File: src/cot_ram.sv
// Generic single-write, single-read RAM with a registered read port.
// Used for every table store; depends on nothing.
`default_nettype none

module cot_ram #(
  parameter int WIDTH = 8,
  parameter int DEPTH = 64
) (
  input  wire logic                     clk,
  input  wire logic                     we,
  input  wire logic [$clog2(DEPTH)-1:0] waddr,
  input  wire logic [WIDTH-1:0]         wdata,
  input  wire logic [$clog2(DEPTH)-1:0] raddr,
  output logic      [WIDTH-1:0]         rdata
);

  logic [WIDTH-1:0] mem [DEPTH];

  always_ff @(posedge clk) begin
    if (we) begin
      mem[waddr] <= wdata;
    end
    rdata <= mem[raddr];
  end

endmodule

`default_nettype wire

File: config.mk
export PLATFORM = sky130hd
export DESIGN_NAME = cot_ram
export DESIGN_NICKNAME = d
export VERILOG_FILES = /design/src/cot_ram.sv
export SDC_FILE = /design/constraint.sdc
export NUM_CORES = 1
export LEC_CHECK = 0
export ABC_AREA = 1
export BUFFER_PORTS_ARGS = -buffer_cell sky130_fd_sc_hd__buf_4
export CAP_MARGIN = 20
export CORE_MARGIN = 3
export CORE_UTILIZATION = 25
export CTS_BUF_LIST = sky130_fd_sc_hd__clkbuf_4 sky130_fd_sc_hd__clkbuf_8
export DETAILED_ROUTE_END_ITERATION = 12
export PLACE_DENSITY = 0.47
export SKIP_CTS_REPAIR_TIMING = 1
export SLEW_MARGIN = 20
export SYNTH_ARGS = -nofsm -noshare
export SYNTH_HDL_FRONTEND = slang
export SYNTH_SLANG_ARGS = --single-unit
File: constraint.sdc
create_clock -name clk -period 2.49 [get_ports clk]
set_input_delay 0.249 -clock clk [delete_from_list [all_inputs] [get_ports clk]]
set_output_delay 0.249 -clock clk [all_outputs]
set_load 0.005 [all_outputs]
==> results.py <==
metrics = {
    "outcome": {
        "run_status": "complete, no violations",
    },
    "drt": {
        "routed_wirelength_um": 62000,
        "drt_iter0_markers": 1315,
        "vias_per_cell": 4.53,
        "avgRoutedWirePerCell_um": 19.8,
        "via_count": 14171,
        "final_antenna_net_count": 0,
        "detail_route.first_pass.iterations": 5,
        "drt_drc_violations_left": 0,
    },
    "clock_network": {
        "cts.htree.levels": 3,
        "worst_setup_hold_path_clk_slew_ns": 0.06,
        "cts.sink_count": 520,
        "root_buffer": "sky130_fd_sc_hd__clkbuf_8",
        "clkLatencyLatePin_ns": 0.67,
        "cts_max_path_buffers": 3,
        "tritoncts.num_buffers": 88,
        "cts_tree": "yes",
    },
    "grt": {
        "grt.total_usage_pct": 13.8,
        "wire_length_of_the_first_global_routing_pass_um": 92300,
        "gr-total-overflow": 0,
        "via_count_of_the_first_global_routing_pass": 14297,
        "grt_max_degree": 129,
        "grt_antenna_before_repair": 5,
    },
    "logic_synthesis": {
        "syn-instance-count": 1805,
        "synthDistinctLibCells": 16,
        "syn_nets": 1827,
        "simple_logic_cell_fraction_of_the_synthesized_area_pct": 23.2,
        "postSynthRegisterBits": 520,
        "synth.mux.area_fraction_pct": 0,
        "post_synth.cell_area_avg_um2": 11.8,
        "sequential_element_share_of_the_synthesized_area_pct": 72.8,
        "main_combinational_cell_family_by_area_after_synthesis": "simple AND/OR/NAND/NOR gates",
        "synth_xor_area_share_pct": 0,
        "post_synth_instance_area_um2": 21300,
        "synthAdderAreaFrac_pct": 0,
        "yosys_warnings": 0,
        "synth_compound_area_share_pct": 0,
    },
    "setup_path": {
        "critical_path.reg2reg.startpoint": "mem[3][6]",
        "cp_top_delay_family": "flip-flops",
        "cpMaxStageDelayCell": "sky130_fd_sc_hd__dfxtp_1",
        "crit_required_ns": 2.24,
        "cp-end-kind": "primary output",
        "r2r-end": "rdata[6]",
        "timing.reg2reg.worst_path_depth": 8,
        "type_of_the_setup_path_with_the_least_slack": "reg -> out",
        "path_cells": "buf_4",
        "timing.critical_path.arrival_ns": 1.44,
        "timing.critical_path.slowest_cell_delay_ns": 0.60,
        "r2r_slack_ns": 0.98,
        "worst_path_buffer_plus_inverter_count": 1,
        "setup.worst_path.start_class": "flop",
        "critical_path_depth": 1,
        "crit_path_max_fanout": 1,
    },
    "finish": {
        "mostFrequentLayoutCell": "sky130_fd_sc_hd__nand2_1",
        "post-route-cell-area_um2": 25100,
        "sequential_cell_area_um2": 15500,
        "fin_cells": 3130,
        "post_route_cells_drive_above_1_share_pct": 14.4,
        "final_cell_mix": "648 x sky130_fd_sc_hd__nand2_1, 512 x sky130_fd_sc_hd__edfxtp_1, 439 x sky130_fd_sc_hd__nand3_1",
        "fillers": 8735,
        "multi_input_area_um2": 4950,
        "finalNetCount": 1944,
        "area_growth_syn_to_layout_pct": 17.5,
    },
    "sta": {
        "fin_hold_ws_ns": 0.0545,
        "tightest_slew_ns": 0.698,
        "fin_crit_ns": 1.69,
        "period_share_pct": 67.9,
        "timing_max_transition_violations_final": 0,
        "report.final.setup_viol": 0,
        "totalNegativeSetupSlack_ns": 0,
        "timing_hold_violations_final": 0,
        "slew_headroom_pct": 53.5,
        "fin_worst_skew_ns": 0.0261,
        "rsz_0062_raised_after_global_routing": "false",
        "max_clock_freq_ghz": 0.591,
    },
    "job": {
        "drv.max_cap_violation_count": 0,
    },
    "power": {
        "pwr_density_cell_nw_per_um2": 752,
        "worst_ir_drop_vdd_mv": 0.426,
        "leakagePower_uw": 0.00901,
    },
    "die": {
        "core-area_um2": 84100,
        "die_w_um": 298,
        "num_io_pins": 30,
        "start_util_pct": 25.4,
        "dieArea_um2": 88900,
        "core.rowCount": 106,
        "floorplan.die.height_um": 298,
    },
    "placement": {
        "placed_area_um2": 23200,
        "placed_wire_length_estimate_um": 37900,
        "dpl.cell_count": 2964,
        "gp_congestion": 0.803,
        "buffers_on_ports": 29,
    },
    "min_path": {
        "hold_startpoint": "raddr[4]",
        "worst_hold_check_path_type": "in -> reg",
        "worstHoldEndpoint": "rdata[1]",
        "worst_hold_path.num_cells": 4,
    },
}
[power breakdown]
group | total, uW | internal [uW] | leakage [uW] | switching [uW]
Combinational | 1240 | 338 | 0.00337 | 903
Sequential | 9740 | 9690 | 0.00467 | 52.1
Clock | 7870 | 4410 | 0.000965 | 3460
Total | 18900 | 14400 | 0.00901 | 4410
[synthesized netlist by cell type]
cell                       instances  share of area [%]
sky130_fd_sc_hd__buf_1            10               0.18
sky130_fd_sc_hd__buf_2            37               0.87
sky130_fd_sc_hd__buf_4            14               0.49
sky130_fd_sc_hd__buf_6            35                1.8
sky130_fd_sc_hd__buf_8             2               0.14
sky130_fd_sc_hd__clkbuf_1         15               0.26
sky130_fd_sc_hd__dfxtp_1           8               0.75
sky130_fd_sc_hd__edfxtp_1        512                 72
sky130_fd_sc_hd__inv_1            10               0.18
sky130_fd_sc_hd__inv_2             1              0.018
sky130_fd_sc_hd__inv_6             1              0.041
sky130_fd_sc_hd__nand2_1         648                 11
sky130_fd_sc_hd__nand3_1         439                 10
sky130_fd_sc_hd__nand4_1           9               0.26
sky130_fd_sc_hd__nor2_1           56               0.99
sky130_fd_sc_hd__nor4_1            8               0.23
[routing by layer]
metal / up-vias / wire length, um / GRT usage, %
met2: 479 / 26400 / 20.3
met5: - / 42 / 0
met1: 6944 / 28400 / 19.1
met3: 139 / 5310 / 4.68
met4: 6 / 1900 / 4.37
li1: 6603 / - / -
[state kept, by name, summed over array words and instances (netlist names)]
register	count
mem	512
rdata	8
[worst max-delay path by stage]
stage                  start         end  slack [ns]
finish              rdata[7]    rdata[7]        0.80
global route        rdata[7]    rdata[7]        0.72
CTS                 rdata[1]    rdata[1]        0.78
detailed placement  raddr[0]    rdata[6]        0.35
global placement    raddr[0]    rdata[6]        0.37
floorplan                 we  mem[48][0]        0.47
[metrics by stage]
stage          power, uW  utilization (%)  setup slack, ns
2_1_floorplan      10600                -            0.475
3_3_place_gp       11200             27.6            0.369
3_5_place_dp       11200             27.6            0.353
4_1_cts            19100             29.8            0.783
5_1_grt            19600             29.8            0.719
6_report           18900             29.8            0.798
[final cells by class]
| class | instances | area share [%] |
|---|---|---|
| clock buffer | 130 | 6.36 |
| clock inverter | 33 | 0.908 |
| tap | 1134 | 5.66 |
| antenna | 1 | 0.00998 |
| sequential | 520 | 62.0 |
| inverter | 12 | 0.210 |
| multi-input combinational | 1160 | 19.7 |
| timing repair buffer | 140 | 5.14 |
[kinds of logic (layout without fill, tap and decap cells)]
family	count (synthesis)	after routing
DFF	520	520
other	0	1
and+or+nand+nor	1160	1160
buffers and inverters	125	315
Note: power is estimated with default switching activity, not from simulation.
