===== src/cot_pkg.sv =====
// Shared constants, codes and types for the cylinder overlap table.
// Used by cot_overlap and cylinder_overlap_table_unit; depends on nothing.
`default_nettype none

package cot_pkg;

  localparam int ENTRIES = 64;
  localparam int IDX_W   = $clog2(ENTRIES);
  localparam int CNT_W   = $clog2(ENTRIES + 1);
  localparam int ENTRY_W = 6;
  localparam int EXT_W   = (ENTRY_W > CNT_W) ? ENTRY_W : CNT_W;
  localparam int CMD_W   = 3;
  localparam int POS_W   = 32;
  localparam int SIZE_W  = 16;
  localparam int RAD_W   = 15;
  localparam int TALL_W  = 16;
  localparam int SUM_W   = 28;
  localparam int DIFF_W  = POS_W + 1;
  localparam int RS_W    = RAD_W + 1;
  localparam int MAG_W   = RS_W + 1;
  localparam int SQ_W    = 2 * MAG_W;
  localparam int RS2_W   = 2 * RS_W;
  localparam int SHAPE_W = RAD_W + TALL_W;
  localparam int XYZ_W   = 3 * POS_W;

  localparam logic [CMD_W-1:0] CMD_ADD    = 3'd0;
  localparam logic [CMD_W-1:0] CMD_MOVE   = 3'd1;
  localparam logic [CMD_W-1:0] CMD_ENABLE = 3'd2;
  localparam logic [CMD_W-1:0] CMD_REMOVE = 3'd3;
  localparam logic [CMD_W-1:0] CMD_PROBE  = 3'd4;

  typedef enum logic [2:0] {
    S_IDLE,
    S_OWN,
    S_WALK,
    S_DRAIN,
    S_RESULT
  } state_t;

  typedef struct packed {
    logic clear;
    logic vld;
  } ovl_ctl_t;

  typedef struct packed {
    logic                    busy;
    logic                    hit;
    logic signed [SUM_W-1:0] sum_dx;
    logic signed [SUM_W-1:0] sum_dy;
    logic signed [SUM_W-1:0] sum_dz;
  } ovl_stat_t;

endpackage

`default_nettype wire


===== src/cot_overlap.sv =====
// Pipelined overlap test and offset accumulator, one table entry per cycle.
// Depends on cot_pkg for widths and the control and status structs.
`default_nettype none

module cot_overlap (
  input  wire logic                          clk,
  input  wire logic                          rst_n,
  input  wire cot_pkg::ovl_ctl_t             ctl,
  input  wire logic signed [cot_pkg::POS_W-1:0] px,
  input  wire logic signed [cot_pkg::POS_W-1:0] py,
  input  wire logic signed [cot_pkg::POS_W-1:0] pz,
  input  wire logic [cot_pkg::RAD_W-1:0]     ra,
  input  wire logic [cot_pkg::TALL_W-1:0]    ha,
  input  wire logic signed [cot_pkg::POS_W-1:0] bx,
  input  wire logic signed [cot_pkg::POS_W-1:0] by,
  input  wire logic signed [cot_pkg::POS_W-1:0] bz,
  input  wire logic [cot_pkg::RAD_W-1:0]     brad,
  input  wire logic [cot_pkg::TALL_W-1:0]    btall,
  output cot_pkg::ovl_stat_t                 stat
);

  // Stage A: offsets and radius sum.
  logic                                  a_vld_r;
  logic signed [cot_pkg::DIFF_W-1:0]     a_dx_r, a_dy_r, a_dz_r;
  logic [cot_pkg::RS_W-1:0]              a_rs_r;
  logic [cot_pkg::TALL_W-1:0]            a_tall_r;

  // Stage B: box and height checks, squares.
  logic                                  b_vld_r;
  logic [cot_pkg::SQ_W-1:0]              b_sqx_r, b_sqz_r;
  logic [cot_pkg::RS2_W-1:0]             b_rs2_r;
  logic signed [cot_pkg::SUM_W-1:0]      b_dx_r, b_dy_r, b_dz_r;

  // Accumulator.
  logic                                  hit_r;
  logic signed [cot_pkg::SUM_W-1:0]      sx_r, sy_r, sz_r;

  logic [cot_pkg::DIFF_W-1:0]            abs_dx, abs_dz;
  logic [cot_pkg::MAG_W-1:0]             mag_dx, mag_dz;
  logic signed [cot_pkg::DIFF_W-1:0]     tall_s, neg_ha_s;
  logic                                  in_box, dy_ok;
  logic [cot_pkg::SQ_W:0]                dist2;
  logic                                  inside_c;

  always_comb begin
    abs_dx   = a_dx_r[cot_pkg::DIFF_W-1] ? -a_dx_r : a_dx_r;
    abs_dz   = a_dz_r[cot_pkg::DIFF_W-1] ? -a_dz_r : a_dz_r;
    mag_dx   = abs_dx[cot_pkg::MAG_W-1:0];
    mag_dz   = abs_dz[cot_pkg::MAG_W-1:0];
    in_box   = (abs_dx <= cot_pkg::DIFF_W'(a_rs_r)) && (abs_dz <= cot_pkg::DIFF_W'(a_rs_r));
    tall_s   = $signed(cot_pkg::DIFF_W'(a_tall_r));
    neg_ha_s = -$signed(cot_pkg::DIFF_W'(ha));
    dy_ok    = (a_dy_r <= tall_s) && (a_dy_r >= neg_ha_s);
    dist2    = {1'b0, b_sqx_r} + {1'b0, b_sqz_r};
    inside_c = b_vld_r && (dist2 <= (cot_pkg::SQ_W + 1)'(b_rs2_r));
  end

  always_ff @(posedge clk) begin
    a_dx_r   <= $signed({px[cot_pkg::POS_W-1], px}) - $signed({bx[cot_pkg::POS_W-1], bx});
    a_dy_r   <= $signed({py[cot_pkg::POS_W-1], py}) - $signed({by[cot_pkg::POS_W-1], by});
    a_dz_r   <= $signed({pz[cot_pkg::POS_W-1], pz}) - $signed({bz[cot_pkg::POS_W-1], bz});
    a_rs_r   <= {1'b0, ra} + {1'b0, brad};
    a_tall_r <= btall;
    b_sqx_r  <= mag_dx * mag_dx;
    b_sqz_r  <= mag_dz * mag_dz;
    b_rs2_r  <= a_rs_r * a_rs_r;
    b_dx_r   <= cot_pkg::SUM_W'(a_dx_r);
    b_dy_r   <= cot_pkg::SUM_W'(a_dy_r);
    b_dz_r   <= cot_pkg::SUM_W'(a_dz_r);
  end

  always_ff @(posedge clk) begin
    if (!rst_n) begin
      a_vld_r <= 1'b0;
      b_vld_r <= 1'b0;
      hit_r   <= 1'b0;
      sx_r    <= '0;
      sy_r    <= '0;
      sz_r    <= '0;
    end else begin
      a_vld_r <= ctl.vld;
      b_vld_r <= a_vld_r && in_box && dy_ok;
      if (ctl.clear) begin
        hit_r <= 1'b0;
        sx_r  <= '0;
        sy_r  <= '0;
        sz_r  <= '0;
      end else if (inside_c) begin
        hit_r <= 1'b1;
        sx_r  <= sx_r + b_dx_r;
        sy_r  <= sy_r + b_dy_r;
        sz_r  <= sz_r + b_dz_r;
      end
    end
  end

  assign stat.busy   = a_vld_r || b_vld_r;
  assign stat.hit    = hit_r;
  assign stat.sum_dx = sx_r;
  assign stat.sum_dy = sy_r;
  assign stat.sum_dz = sz_r;

endmodule

`default_nettype wire


===== config.mk =====
export PLATFORM = sky130hd
export DESIGN_NAME = cot_overlap
export DESIGN_NICKNAME = d
export VERILOG_FILES = /design/src/cot_pkg.sv /design/src/cot_overlap.sv
export SDC_FILE = /design/constraint.sdc
export NUM_CORES = 2
export LEC_CHECK = 0
export BUFFER_PORTS_ARGS = -buffer_cell sky130_fd_sc_hd__buf_2
export CAP_MARGIN = 20
export CORE_MARGIN = 2
export CORE_UTILIZATION = 50
export DETAILED_ROUTE_END_ITERATION = 10
export PLACE_DENSITY = 0.79
export SLEW_MARGIN = 10
export SYNTH_ARGS = -nofsm -noshare
export SYNTH_HDL_FRONTEND = slang
export SYNTH_SLANG_ARGS = --single-unit

===== constraint.sdc =====
create_clock -name clk -period 13.9 [get_ports clk]
set_input_delay 2.78 -clock clk [delete_from_list [all_inputs] [get_ports clk]]
set_output_delay 2.78 -clock clk [all_outputs]
set_load 0.005 [all_outputs]

==> metrics.cfg <==
[run_status]
outcome=complete, no violations

[timing]
timing.final.ws_setup_ns=4.71
fin_crit_sh_pct=66.1
max_slew.worst_pin.slew_ns=1.20
tns_ns=0
rsz0062_at_grt=no
finClkSkew_ns=0.0457
setup_viol_count_final=0
fmax_mhz=109
fin_crit_ns=9.19
final_hold_viol_count=0
slew_headroom_pct=19.9
slew_viol_final=0

[floorplanning]
start_util_pct=50.3
die_w_um=312
die_h_um=312
io_pins=344
die-area_mm2=0.0976
fp-row-count=113
core-area_mm2=0.0946

[placed_design]
port_buffers=343
hpwl_um=101000
place_area_mm2=0.0506
dp_slack_ns=4.92
gp_routability_congestion=0.961

[logic_synthesis]
netlist_area_mm2=0.0476
syn_inst=5429
synth_nets=6893
synth_ff_type=dfxtp_1
ys_seq_elements=397
synthArstFlopShare_pct=0
synth-edff-count=0
synthDistinctLibCells=88
ys_seq_area_share_pct=16.7
yosys_warnings=0
post_synth.cell_area_avg_um2=8.76

[cts]
cts.sink_count=397
cts_tree=yes
ctsRootBufferMaster=clkbuf_16
path_clk_slew_ns=0.06
cts_hold_buffers=0
h-tree-depth=2
clk_latency_ns=0.63
cts_buffers=47
ctsResizeCount=0
cts_buffer_depth=3
post_cts_buffers=0

[setup_path]
worstSetupPathType=reg -> reg
critPathTopFamily=adder cells
cp_max_fo=13
critPathMaxStageDelay_ns=0.81
critPathRequiredTime_ns=14.44
critPathArrivalTime_ns=9.73
cp_common_cell=fa_1
cpMaxStageDelayCell=xor2_1
critPathBufInv=2
startpoint_type=flip-flop
end_kind=flip-flop

[detailed_routing]
met3_wirelength_um=8790
wl_per_cell_um=17.3
top_layer=met4
vias_per_cell=5.48
drc=0
firstDrtPassIters=5
dr.first_iter.drc_count=2349
met1_length_um=47700
vias=38600
routed_wl_um=122000
dr_wl_met2_um=59900
ant_nets=0

[cells_and_area]
fin_area_mm2=0.0523
final_cell_mix=inv_1, ha_1, fa_1
area_delta_synth_final_pct=10.1
fin_util_pct=55.3
final_common_cell=inv_1
drive_gt1_share_pct=8.64
nNetsFinal=7204

[global_routing]
grt_max_degree=84
antenna_found_initial=3
grt_util_all_layers_pct=25.2
grt_pass1_wl_um=200000
grt_overflow=0
grt_pass1_vias=39900

[min_path]
hp-class=reg -> reg

[flow_run]
drv_cap=0

## final timing paths
kind	slack [ns]	endpoint	start	cells after the start
worst max-delay path	4.71	b_sqx_r[32]	a_dx_r[2]	25
worst min-delay path	0.37	b_dy_r[0]	a_dy_r[0]	0
worst max register to register	4.71	b_sqx_r[32]	a_dx_r[2]	25
worst min register to register	0.37	b_dy_r[0]	a_dy_r[0]	0
## per-stage QoR
step	hold slack, ns	instances
2_1_floorplan	0.329	5429
3_3_place_gp	0.357	6956
3_5_place_dp	0.367	6956
4_1_cts	0.374	7042
5_1_grt	0.376	7045
6_report	0.372	7045
## final cells by class
| class | count | area (um2) |
|---|---|---|
| Antenna cell | 3 | 7.51 |
| Multi-Input combinational cell | 3886 | 35300 |
| Inverter | 1046 | 3930 |
| Timing Repair Buffer | 362 | 1860 |
| Sequential cell | 397 | 7950 |
| Fill cell | 8353 | 42200 |
| Tap cell | 1265 | 1580 |
| Clock buffer | 57 | 1270 |
| Clock inverter | 29 | 427 |
## flip-flops by register name, summed over array words and instances, names as in the netlist
| signal | flops |
|---|---|
| a_dx_r | 33 |
| a_dy_r | 33 |
| a_dz_r | 33 |
| a_rs_r | 16 |
| a_tall_r | 16 |
| a_vld_r | 1 |
| b_dx_r | 28 |
| b_dy_r | 28 |
| b_dz_r | 28 |
| b_rs2_r | 31 |
| b_sqx_r | 32 |
| b_sqz_r | 32 |
| b_vld_r | 1 |
| hit_r | 1 |
| sx_r | 28 |
| sy_r | 28 |
| sz_r | 28 |
## per-layer routing
layer	global-route usage, %	vias to the layer above
li1	-	18500
met1	30.0	18500
met2	44.4	1307
met3	4.87	310
met4	10.3	0
met5	0	-
## cell usage after synthesis (all sizes together) (68+ instances only)
master,number,area [um2]
clkbuf,84,315
xor2,96,860
nand2,367,1390
o21ai,159,796
nor3,79,400
a21oi,290,1450
ha,654,8180
nor2,468,1760
mux2i,68,681
a21o,151,1130
inv,1031,3870
fa,552,11100
xnor2,223,1950
dfxtp,397,7950
## cell families after synthesis
group,synth area share [%]
simple gates,12.6
fa+ha+maj,40.4
buf+inv,9.09
compound gates,13.8
flops,16.7
xor+xnor,5.92
mux,1.46
Power is left out: the tool's default activity adds up to more than one toggle a clock period on the data nets, which glitch-free logic cannot reach.
